**src/hw/rtl/ate_pkg.sv**
```systemverilog
// Shared types and codes for the alarm table with expiry.
// Holds request and status codes, the entry record and the cell command.
// No dependencies.
package ate_pkg;

  localparam logic [2:0] REQ_ADD_ABS = 3'd0;
  localparam logic [2:0] REQ_ADD_REL = 3'd1;
  localparam logic [2:0] REQ_EXPIRE  = 3'd2;
  localparam logic [2:0] REQ_READ    = 3'd3;
  localparam logic [2:0] REQ_CLEAR   = 3'd4;

  localparam logic [1:0] STAT_OK        = 2'd0;
  localparam logic [1:0] STAT_UPDATED   = 2'd1;
  localparam logic [1:0] STAT_EVICTED   = 2'd2;
  localparam logic [1:0] STAT_BAD_INDEX = 2'd3;

  typedef struct packed {
    logic [15:0] id;
    logic [31:0] t_start;
    logic [31:0] t_end;
  } entry_t;

  typedef enum logic [2:0] {
    OP_HOLD,
    OP_SHIFT,
    OP_UPDATE,
    OP_APPEND,
    OP_COMPACT
  } cell_op_t;

  typedef struct packed {
    cell_op_t    op;
    entry_t      ent;
    logic [31:0] now;
  } cell_cmd_t;

  typedef enum logic [2:0] {
    S_IDLE,
    S_ADD,
    S_EXPIRE,
    S_READ,
    S_DONE
  } state_t;

endpackage

```
**src/hw/rtl/ate_cell.sv**
```systemverilog
// One table cell: holds a single alarm entry and trades it with its neighbour.
// Depends on ate_pkg for the entry record and the cell command.
module ate_cell import ate_pkg::*; #(
  parameter int IDX = 0,
  parameter int CW  = 5
) (
  input  logic          clk,
  input  cell_cmd_t     cmd,
  input  logic [CW-1:0] count,
  input  entry_t        nbr,
  input  logic          prefix_in,
  output entry_t        ent,
  output logic          match,
  output logic          prefix_out
);

  entry_t ent_next;
  logic   valid;
  logic   drop;

  assign valid      = (CW'(IDX) < count);
  assign match      = valid && (ent.id == cmd.ent.id);
  assign drop       = valid && (ent.t_end < cmd.now);
  // a drop here or below pulls this cell and all above it down by one
  assign prefix_out = prefix_in | drop;

  always_comb begin
    ent_next = ent;
    case (cmd.op)
      OP_HOLD: ;
      OP_SHIFT: ent_next = nbr;
      OP_UPDATE: begin
        if (match) begin
          ent_next.t_start = cmd.ent.t_start;
          ent_next.t_end   = cmd.ent.t_end;
        end
      end
      OP_APPEND: begin
        if (count == CW'(IDX)) begin
          ent_next = cmd.ent;
        end
      end
      OP_COMPACT: begin
        if (prefix_out) begin
          ent_next = nbr;
        end
      end
      default: ;
    endcase
  end

  always_ff @(posedge clk) begin
    ent <= ent_next;
  end

endmodule

```
**src/hw/rtl/alarm_table_with_expiry.sv**
```systemverilog
// Top level of the alarm table with expiry: request decode, sequencer and
// the row of table cells. Depends on ate_pkg and ate_cell.
//
// Usage: one request word enters on the s_ side, one result word leaves on
// the m_ side for every request. The table is a row of TABLE_DEPTH cells,
// oldest entry in cell 0; each cell compares its own entry against the
// request and can take its upper neighbour's entry.
// Work done by the sequencer for each request before its result:
//   add (absolute or relative): a single compare-and-write in the row
//   expire: one compaction shift per removed entry
//   read in range: the row rotates once round, cell 0 is sampled at the
//     requested position
//   read out of range, clear, unused codes: straight to the result
// One request is in flight at a time; s_tready is high only while idle.
// A finished result sits in the output register; the next request is taken
// while it waits, and a further result holds in the sequencer until the
// receiver takes the previous one, so a stalled m_tready simply stalls.
// Reset empties the table (count to zero) and drops any pending result;
// entry contents are left as they were and are never seen past the count.
module alarm_table_with_expiry import ate_pkg::*; #(
  parameter int TABLE_DEPTH = 16
) (
  input  logic         clk,
  input  logic         rst,
  input  logic         s_tvalid,
  output logic         s_tready,
  // alarm_id, start_time, end_time, now_time, duration, entry_index, zero pad
  input  logic [151:0] s_tdata,
  // req_type
  input  logic [2:0]   s_tuser,
  output logic         m_tvalid,
  input  logic         m_tready,
  // entry_count, read_id, read_start, read_end, status, removed_count, zero pad
  output logic [95:0]  m_tdata
);

  localparam int CW   = $clog2(TABLE_DEPTH + 1);
  localparam int SW   = (TABLE_DEPTH > 1) ? $clog2(TABLE_DEPTH) : 1;
  localparam int CMPW = (SW > 4) ? SW : 4;
  localparam int IW   = (CW > 4) ? CW : 4;

  state_t        state;
  state_t        state_next;
  logic [CW-1:0] count;

  // request held for the length of its work
  logic [2:0]    req;
  entry_t        r_ent;
  logic [31:0]   r_now;
  logic [3:0]    r_idx;
  logic [SW-1:0] step;

  // result under construction
  logic [15:0]   res_id;
  logic [31:0]   res_st;
  logic [31:0]   res_en;
  logic [1:0]    res_status;
  logic [CW-1:0] res_removed;

  // incoming word fields
  logic [15:0]   in_id;
  logic [31:0]   in_start;
  logic [31:0]   in_end;
  logic [31:0]   in_now;
  logic [31:0]   in_dur;
  logic [3:0]    in_idx;
  logic [32:0]   rel_sum;
  logic [31:0]   rel_end;
  logic          accept;
  logic          idx_ok;

  // row of cells
  cell_cmd_t        cmd;
  entry_t           ent [TABLE_DEPTH];
  logic [TABLE_DEPTH-1:0] match;
  logic [TABLE_DEPTH-1:0] prefix;
  entry_t           tail_in;
  logic             tail_new;
  logic             match_any;
  logic             drop_any;
  logic             full;
  logic             out_load;
  logic             step_hit;
  logic             step_last;

  assign in_id    = s_tdata[15:0];
  assign in_start = s_tdata[47:16];
  assign in_end   = s_tdata[79:48];
  assign in_now   = s_tdata[111:80];
  assign in_dur   = s_tdata[143:112];
  assign in_idx   = s_tdata[147:144];

  // relative add: end saturates at the top of the range
  assign rel_sum = {1'b0, in_now} + {1'b0, in_dur};
  assign rel_end = rel_sum[32] ? 32'hFFFF_FFFF : rel_sum[31:0];

  assign accept    = s_tvalid && s_tready;
  assign idx_ok    = (IW'(in_idx) < IW'(count));
  assign match_any = |match;
  assign drop_any  = prefix[TABLE_DEPTH-1];
  assign full      = (count == CW'(TABLE_DEPTH));
  assign step_hit  = (CMPW'(step) == CMPW'(r_idx));
  assign step_last = (step == SW'(TABLE_DEPTH - 1));

  // next state
  always_comb begin
    state_next = state;
    unique case (state)
      S_IDLE: begin
        if (accept) begin
          case (s_tuser) inside
            REQ_ADD_ABS, REQ_ADD_REL: state_next = S_ADD;
            REQ_EXPIRE:               state_next = S_EXPIRE;
            REQ_READ:                 state_next = idx_ok ? S_READ : S_DONE;
            default:                  state_next = S_DONE;
          endcase
        end
      end
      S_ADD:    state_next = S_DONE;
      S_EXPIRE: state_next = drop_any ? S_EXPIRE : S_DONE;
      S_READ:   state_next = step_last ? S_DONE : S_READ;
      S_DONE:   state_next = (!m_tvalid || m_tready) ? S_IDLE : S_DONE;
      default:  state_next = S_IDLE;
    endcase
  end

  // sequencer outputs
  always_comb begin
    s_tready = 1'b0;
    cmd.op   = OP_HOLD;
    cmd.ent  = r_ent;
    cmd.now  = r_now;
    tail_new = 1'b0;
    out_load = 1'b0;
    unique case (state)
      S_IDLE: s_tready = 1'b1;
      S_ADD: begin
        if (match_any) begin
          cmd.op = OP_UPDATE;
        end else if (full) begin
          // evict: slide everything down, new entry enters the top cell
          cmd.op   = OP_SHIFT;
          tail_new = 1'b1;
        end else begin
          cmd.op = OP_APPEND;
        end
      end
      S_EXPIRE: cmd.op = drop_any ? OP_COMPACT : OP_HOLD;
      S_READ:   cmd.op = OP_SHIFT;
      S_DONE:   out_load = !m_tvalid || m_tready;
      default: ;
    endcase
  end

  // rotate cell 0 back round to the top unless a new entry goes in
  assign tail_in = tail_new ? r_ent : ent[0];

  genvar gi;
  generate
    for (gi = 0; gi < TABLE_DEPTH; gi++) begin : g_cell
      entry_t nbr;
      logic   pin;
      if (gi == TABLE_DEPTH - 1) begin : g_top
        assign nbr = tail_in;
      end else begin : g_mid
        assign nbr = ent[gi+1];
      end
      if (gi == 0) begin : g_first
        assign pin = 1'b0;
      end else begin : g_rest
        assign pin = prefix[gi-1];
      end
      ate_cell #(
        .IDX (gi),
        .CW  (CW)
      ) u_cell (
        .clk        (clk),
        .cmd        (cmd),
        .count      (count),
        .nbr        (nbr),
        .prefix_in  (pin),
        .ent        (ent[gi]),
        .match      (match[gi]),
        .prefix_out (prefix[gi])
      );
    end
  endgenerate

  // control registers
  always_ff @(posedge clk) begin
    if (rst) begin
      state    <= S_IDLE;
      count    <= '0;
      m_tvalid <= 1'b0;
    end else begin
      state <= state_next;
      if (accept && s_tuser == REQ_CLEAR) begin
        count <= '0;
      end
      if (state == S_ADD && !match_any && !full) begin
        count <= count + CW'(1);
      end
      if (state == S_EXPIRE && drop_any) begin
        count <= count - CW'(1);
      end
      if (out_load) begin
        m_tvalid <= 1'b1;
      end else if (m_tready) begin
        m_tvalid <= 1'b0;
      end
    end
  end

  // request and result payload
  always_ff @(posedge clk) begin
    if (accept) begin
      req             <= s_tuser;
      r_ent.id        <= in_id;
      r_ent.t_start   <= (s_tuser == REQ_ADD_REL) ? in_now : in_start;
      r_ent.t_end     <= (s_tuser == REQ_ADD_REL) ? rel_end : in_end;
      r_now           <= in_now;
      r_idx           <= in_idx;
      step            <= '0;
      res_id          <= '0;
      res_st          <= '0;
      res_en          <= '0;
      res_status      <= (s_tuser == REQ_READ && !idx_ok) ? STAT_BAD_INDEX : STAT_OK;
      res_removed     <= (s_tuser == REQ_CLEAR) ? count : '0;
    end
    if (state == S_ADD) begin
      if (match_any) begin
        res_status <= STAT_UPDATED;
      end else if (full) begin
        res_status <= STAT_EVICTED;
      end
    end
    if (state == S_EXPIRE && drop_any) begin
      res_removed <= res_removed + CW'(1);
    end
    if (state == S_READ) begin
      step <= step + SW'(1);
      // cell 0 holds the entry at position step during the rotation
      if (step_hit && req == REQ_READ) begin
        res_id <= ent[0].id;
        res_st <= ent[0].t_start;
        res_en <= ent[0].t_end;
      end
    end
    if (out_load) begin
      m_tdata <= {4'b0000, 5'(res_removed), res_status, res_en, res_st, res_id,
                  5'(count)};
    end
  end

endmodule
```
**config.mk**
```make
export PLATFORM = sky130hd
export DESIGN_NAME = alarm_table_with_expiry
export DESIGN_NICKNAME = d
export VERILOG_FILES = /design/src/hw/rtl/ate_pkg.sv /design/src/hw/rtl/ate_cell.sv /design/src/hw/rtl/alarm_table_with_expiry.sv
export SDC_FILE = /design/constraint.sdc
export NUM_CORES = 2
export LEC_CHECK = 0
export BUFFER_PORTS_ARGS = -buffer_cell sky130_fd_sc_hd__buf_2
export CAP_MARGIN = 20
export CORE_AREA = 3 3 398 400
export CTS_BUF_LIST = sky130_fd_sc_hd__clkbuf_4
export CTS_CLUSTER_DIAMETER = 100
export DETAILED_ROUTE_END_ITERATION = 16
export DIE_AREA = 0 0 401 403
export GPL_TIMING_DRIVEN = 1
export PLACE_DENSITY = 0.69
export SLEW_MARGIN = 40
export SYNTH_ARGS = -nofsm -noshare
export SYNTH_HDL_FRONTEND = slang
export SYNTH_SLANG_ARGS = --single-unit
```
**constraint.sdc**
```tcl
create_clock -name clk -period 9.8 [get_ports clk]
set_input_delay 0.98 -clock clk [delete_from_list [all_inputs] [get_ports clk]]
set_output_delay 0.98 -clock clk [all_outputs]
set_load 0.05 [all_outputs]
```
# Word-level counts from Yosys, hierarchy flattened
# Cells that the tools add are included.
[totals]
regBits = 1591
inputBits = 159
out_inout_bits = 98
word_cells = 426
[classes]
n_addsub = 5
n_lt_le_gt_ge = 33
eq_ne = 96
muxes = 126
bitwise = 15
reduce_logical = 87
[op_table]
columns = ["op", "n"]
rows = [
  ["$pmux 64 s4", 16],
  ["$mux 80", 33],
  ["$mux 64", 16],
  ["$pmux 16 s3", 16],
  ["$lt 32x32->1", 16],
  ["$mux 32", 9],
  ["$eq 16x16->1", 16],
  ["$ne 2x1->1 const B", 47],
  ["$reduce_and 4->1", 16],
  ["$mux 16", 3],
  ["$reduce_and 3->1", 16],
  ["$eq 5x4->1 const B", 8],
  ["$lt 4x5->1 const A", 8],
  ["$logic_and 1x1->1", 39],
  ["$add 32x32->33", 1],
  ["$mux 5", 6],
  ["$mux 3", 9],
  ["$eq 3x2->1 const B", 7],
  ["$eq 5x3->1 const B", 4],
  ["$lt 3x5->1 const A", 4],
  ["$reduce_or 16->1", 1],
  ["$or 1x1->1", 15],
  ["$pmux 3 s5", 1],
  ["$mux 2", 7],
  ["25 further kinds", 48],
]

# Depth between registers and ports, before layout
[logic_depth]
ltp_word = 22
mapped_depth = 15
ltp_nobuf = 13

# Cells and area by module
# A second synthesis with hierarchy kept.
[hier_totals]
cells_unflattened = 7582
hier_area_um2 = 84686.2
[by_module_without_submodules]
columns = ["module", "instances", "cells_per_inst", "area_each_um2", "seq_area_each_um2"]
rows = [
  ["alarm_table_with_expiry", 1, 1127, 13777.0, 8428.1],
  ["ate_cell at g_cell[8].u_cell", 1, 457, 4501.8, 2402.3],
  ["ate_cell at g_cell[13].u_cell", 1, 321, 4463.0, 2402.3],
  ["ate_cell at g_cell[12].u_cell", 1, 457, 4448.0, 2402.3],
  ["ate_cell at g_cell[15].u_cell", 1, 461, 4445.5, 2402.3],
  ["ate_cell at g_cell[5].u_cell", 1, 321, 4439.3, 2402.3],
  ["ate_cell at g_cell[2].u_cell", 1, 452, 4438.0, 2402.3],
  ["ate_cell at g_cell[9].u_cell", 1, 457, 4436.8, 2402.3],
  ["ate_cell at g_cell[0].u_cell", 1, 452, 4435.5, 2402.3],
  ["ate_cell at g_cell[3].u_cell", 1, 453, 4435.5, 2402.3],
  ["ate_cell at g_cell[6].u_cell", 1, 454, 4428.0, 2402.3],
  ["ate_cell at g_cell[10].u_cell", 1, 321, 4426.7, 2402.3],
  ["ate_cell at g_cell[11].u_cell", 1, 451, 4416.7, 2402.3],
  ["ate_cell at g_cell[14].u_cell", 1, 316, 4415.5, 2402.3],
  ["3 more rows", "n/a", "n/a", "n/a", "n/a"],
]

# Worst setup path after synthesis
# Ideal clock, no wire load.
[synth_path]
path_type = "register to register"
startpoint = "register r_now[10]"
endpoint = "register g_cell[12].u_cell.ent[0] (netlist name)"
setup_time_ns = 0.582
t_arrival_ns = 7.819
required_ns = 9.218
setup_slack_ns = 1.399
path_stages_with_launch = 14
n_path_buf = 1
period_less_slack_ns = 8.401
path_cell_list = "edfxtp_1 > inv_1 > ha_1 > a21o_1 > a221o_1 > a221o_1 > or3_1 > a211oi_2 > o21bai_2 > or3_4 > o31ai_4 > and2_4 > buf_6 > a211oi_1"
[synth_between]
elab_chain_len = 22
elab_cells_between_ends = 58
cone_classes = "order compare: 16; eq/ne: 7; mux: 2; bitwise: 15; reduce/logical: 18"
[synth_lines]
columns = ["item", "line_no", "rtl"]
rows = [
  ["start, declared", "alarm_table_with_expiry.sv:49", "logic [31:0] r_now;"],
  ["start signal, assigned", "alarm_table_with_expiry.sv:221", "r_now <= in_now;"],
  ["$lt 32x32->1", "ate_cell.sv:23", "assign drop = valid && (ent.t_end < cmd.now);"],
  ["$logic_and 1x1->1", "ate_cell.sv:23", ""],
  ["$or 1x1->1 (15 in a row)", "ate_cell.sv:25", "assign prefix_out = prefix_in | drop;"],
  ["$mux 3", "alarm_table_with_expiry.sv:148", "S_EXPIRE: cmd.op = drop_any ? OP_COMPACT : OP_HOLD;"],
  ["$pmux 3 s3", "alarm_table_with_expiry.sv:135", "unique case (state)"],
  ["$eq 3x3->1, or another cell as far along", "ate_cell.sv:29", "case (cmd.op)"],
  ["$ne 2x1->1 (no line) or $reduce_bool 4->1 (tied branches)", "n/a", ""],
  ["$reduce_and 4->1 (no line) *", "n/a", ""],
]
# Every way passes the cells marked *; elsewhere a longest branch is shown, timed or not.
# A chain may end at the register's enable or synchronous reset.

# Worst setup path after layout
[layout_path]
startpoint = "register r_now[17]"
endpoint = "register g_cell[9].u_cell.ent[50] (netlist name)"
[layout_between]
elab_chain_len = 22
elab_cells_between_ends = 58
cone_classes = "order compare: 16; eq/ne: 7; mux: 2; bitwise: 15; reduce/logical: 18"
[layout_lines]
columns = ["item", "line_no"]
rows = [
  ["$lt 32x32->1", "ate_cell.sv:23"],
  ["$logic_and 1x1->1", "ate_cell.sv:23"],
  ["$or 1x1->1 (15 in a row)", "ate_cell.sv:25"],
  ["$mux 3", "alarm_table_with_expiry.sv:148"],
  ["$pmux 3 s3", "alarm_table_with_expiry.sv:135"],
  ["$eq 3x3->1, or another cell as far along", "ate_cell.sv:29"],
  ["$ne 2x1->1 (no line) or $reduce_bool 4->1 (tied branches)", "n/a"],
  ["$reduce_and 4->1 (no line) *", "n/a"],
]
# Marked as above.

==> summary.md <==
| Metric | Value |
|---|---|
| Root Driver | `clkbuf_4` |
| Setup CP Type | `register to register` |
| Total Die Area | `162000 um2` |
| Syn-to-layout area delta | `12.6%` |
| Post-DR vias/cell | `between 6 and 7` |
| Layout Nets | `~7000` |
| Hold endpoint | `r_now[25]$_DFFE_PP_` |
| Final TNS setup | `0 ns` |
| Post-synthesis compound-gate area fraction | `17.0%` |
| R2R Setup Slk | `3.11 ns` |
| Starting density of the core | `about half` |
| FF-to-FF path depth | `14` |
| Origin of the critical flop-to-flop path | `r_now[17]$_DFFE_PP_` |
| Worst-margin pin slew | `~0.9 ns` |
| Avg Synthesized Cell Area | `13.4 um2` |
| Synthesis Warnings | `0` |
| Maxcap violations | `0` |
| Largest family of logic cells by synthesized area | `compound AO/OA/AOI/OAI gates` |
| RSZ-0062 raised after global routing | `no` |
| First-pass GRT wire length | `approximately 330000 um` |
| Crit start category | `register` |
| Htree depth | `5` |
| Setup crit end kind | `register` |
| Synthesized instance count | `around 5800` |
| Post-synth EDFFs | `1500` |
| Final GP Congestion | `a little over 0.9` |
| Chip width | `about 400 um` |
| Die height | `approximately 400 um` |
| Worst hold path type | `input port to register` |
| Sequential cell area | `about 47000 um2` |
| Resized cells post-CTS | `0` |
| CTS Buffer Depth | `4` |
| Worst-path clk slew | `~0.060 ns` |
| CTS tree | `built` |
| Dpl ws | `between 3 and 4 ns` |
| Commonest cells after routing, fill and taps aside | `edfxtp_1, a21o_1, clkbuf_4` |
| Worst ir drop on vdd | `about 0.14 mV` |
| Drt initial violations | `5637` |
| Total power | `around 18 mW` |
| Post-route ant nets | `0` |
| Status | `completed` |
| Crit Path Max Fanout | `39` |
| Post-Route WL | `approximately 230000 um` |
| Simple-gate share of the synthesized area | `about 6.2%` |
| Pwr dens | `202 nW/um2` |
| Mux contribution to synthesized area | `under 10%` |
| CORE AREA | `roughly 160000 um2` |
| Worst rel slew slack | `between 40% and 50%` |
| Io pins | `approximately 260` |
| Largest net degree at the start of global routing | `between 150 and 200` |
| Worst R2R End | `g_cell[9].u_cell.ent[50]$_DFFE_PP_` |
| WL/cell | `26.2 um` |
| Ys flop type | `edfxtp_1` |
| Worst Setup Slack, final | `just over 3 ns` |
| Post-Synth Adder-Cell Area | `8.71%` |
| Clk sinks | `between 1500 and 2000` |
| Fin crit period | `roughly 6.7 ns` |
| CP Data Required Time | `roughly 11 ns` |
| Residual DRC | `0` |
| Post-synthesis sequential area ratio | `60.5%` |
| Period utilization | `about two thirds` |
| Number of global-route vias before repair | `52700` |
| # setup viols final | `0` |
| Ys async rst share | `0%` |
| Commonest non-fill, non-tap cell in the layout | `edfxtp_1` |
| Worst-skew pair later-pin latency | `1.39 ns` |
| Setup Skew | `between 0.15 and 0.2 ns` |
| Arrival time worst endpoint | `7.55 ns` |
| Hold depth | `1` |
| Total gr overflow | `0` |
| LEAKAGE | `38.1 nW` |
| Area occupied by multi-input gates | `approximately 29000 um2` |
| Area leader, netlist | `edfxtp_1` |
| Via count | `roughly 53000` |
| Distinct cell type count after synthesis | `85` |
| Share of layout cells above drive strength 1 | `around 18%` |
| Drt first pass iters | `6` |
| Cell row count | `145` |
| Post-DP HPWL | `~150000 um` |
| Antenna violations before repair | `18` |
| Final Hold Fails | `0` |
| PortBufs | `248` |
| Post-Synth XOR/XNOR Area | `under 10%` |
| FMAX | `149 MHz` |
| Post-synth design cell area | `77500 um2` |
| Num CTS Buffers | `around 420` |
| Area contributors post-synth | `edfxtp_1, a21o_1, ha_1, dfxtp_1, xor2_1` |
| Tot GR Track Use | `between 20% and 30%` |
| Pins Over Slew Limit | `0` |
| #FFs+latches synth | `approximately 1600` |
| Filler Cells Inserted | `roughly 13000` |
| Yosys top cell area share | `about three fifths` |
| Hold Startpoint | `s_tdata[105]` |
## cells by family (layout without fill, tap and decap cells)
logic type | count (synthesis) | in the layout
other | 1 | 17
and+or+nand+nor | 954 | 954
adders and majority gates | 539 | 539
buffers and inverters | 472 | 1275
AOI/OAI and AO/OA | 1819 | 1819
muxes | 114 | 114
xor gates and xnor gates | 286 | 286
DFF | 1591 | 1591
## metal layers
| metal | GRT usage [%] | routed length [um] | share of wire [%] |
|---|---|---|---|
| met5 | 0 | 38 | 0.017 |
| met4 | 9.92 | 7310 | 3.2 |
| met3 | 6.82 | 22500 | 9.9 |
| met2 | 42.6 | 103000 | 45 |
| met1 | 37.9 | 94200 | 41 |
## area by class of cell
type,count,share of cell area (%)
Antenna cell,13,0.0373
Clock buffer,612,5.26
Clock inverter,119,0.608
Inverter,62,0.272
Multi-Input combinational cell,3716,33.1
Sequential cell,1591,53.7
Tap cell,2058,2.95
Timing Repair Buffer,482,4.05
## sequential cells by signal (all words and copies together), names as in the netlist
register / count
g_cell.u_cell.ent: 1280
m_tdata: 92
cmd: 80
r_now: 32
res_en: 32
res_st: 32
res_id: 16
count: 5
res_removed: 5
r_idx: 4
step: 4
req: 3
state: 3
res_status: 2
m_tvalid: 1
## power breakdown
part	total (mW)	switching [mW]	internal, mW
logic	3.22	2.04	1.18
clock network	5.70	2.79	2.90
registers	8.68	0.334	8.35
total	17.6	5.17	12.4
## worst max-delay path by stage
stage | startpoint | endpoint | slack [ns] | cells after the start
4_1_cts | r_now[31]$_DFFE_PP_ | g_cell[9].u_cell.ent[50]$_DFFE_PP_ | 3.36 | 13
3_3_place_gp | r_now[5]$_DFFE_PP_ | g_cell[14].u_cell.ent[15]$_DFFE_PP_ | 2.90 | 13
2_1_floorplan | r_now[10]$_DFFE_PP_ | g_cell[12].u_cell.ent[0]$_DFFE_PP_ | 1.40 | 13
6_report | r_now[17]$_DFFE_PP_ | g_cell[9].u_cell.ent[50]$_DFFE_PP_ | 3.11 | 14
5_1_grt | r_now[18]$_DFFE_PP_ | g_cell[9].u_cell.ent[48]$_DFFE_PP_ | 2.95 | 14
3_5_place_dp | r_now[31]$_DFFE_PP_ | g_cell[9].u_cell.ent[46]$_DFFE_PP_ | 3.42 | 13
## repair_timing
item | 4_1_cts | 5_1_grt
endpoints found under the hold margin | 127 | 0
hold buffers | 122 | 0
buffers inserted | 0 | 0
## synth_stat cells, types with 26 or more instances
cell	instances
a211oi_1	39
inv_1	62
a21oi_1	155
nand3_1	144
o21a_1	26
xnor2_1	132
o22a_1	31
nand4_1	103
nor3_1	44
o21ai_0	105
buf_4	36
clkbuf_1	201
mux2_2	112
xor2_1	154
nand2_1	277
a21o_1	1289
nor2_1	130
nor4_1	49
dfxtp_1	91
buf_2	156
ha_1	538
edfxtp_1	1500
and3_1	88
## metrics by stage
| step | utilization, % | area (um2) | cells | hold WS [ns] |
|---|---|---|---|---|
| floorplan | - | 77500 | 5779 | 0.406 |
| detailed placement | 51.9 | 80800 | 7785 | 0.414 |
| global placement | 51.7 | 80500 | 7773 | 0.414 |
| global route | 56.1 | 87300 | 8644 | 0.0623 |
| finish | 56.1 | 87300 | 8653 | 0.155 |
| CTS | 56.0 | 87200 | 8638 | 0.0153 |
## critical path: stages (launching register included)
cell and delay (ns):
edfxtp_1 0.33, clkinv_1 0.65, ha_1 0.62, a21oi_1 0.07
o21ai_0 0.68, a211oi_1 0.24, o21ai_0 0.44, o221ai_1 0.25
nand2_1 0.16, nand4_1 0.31, o31ai_4 0.65, o32ai_1 0.28
a211oi_4 0.27, buf_4 0.41, buf_4 0.77
No activity file was read; power rests on OpenSTA's default activity.
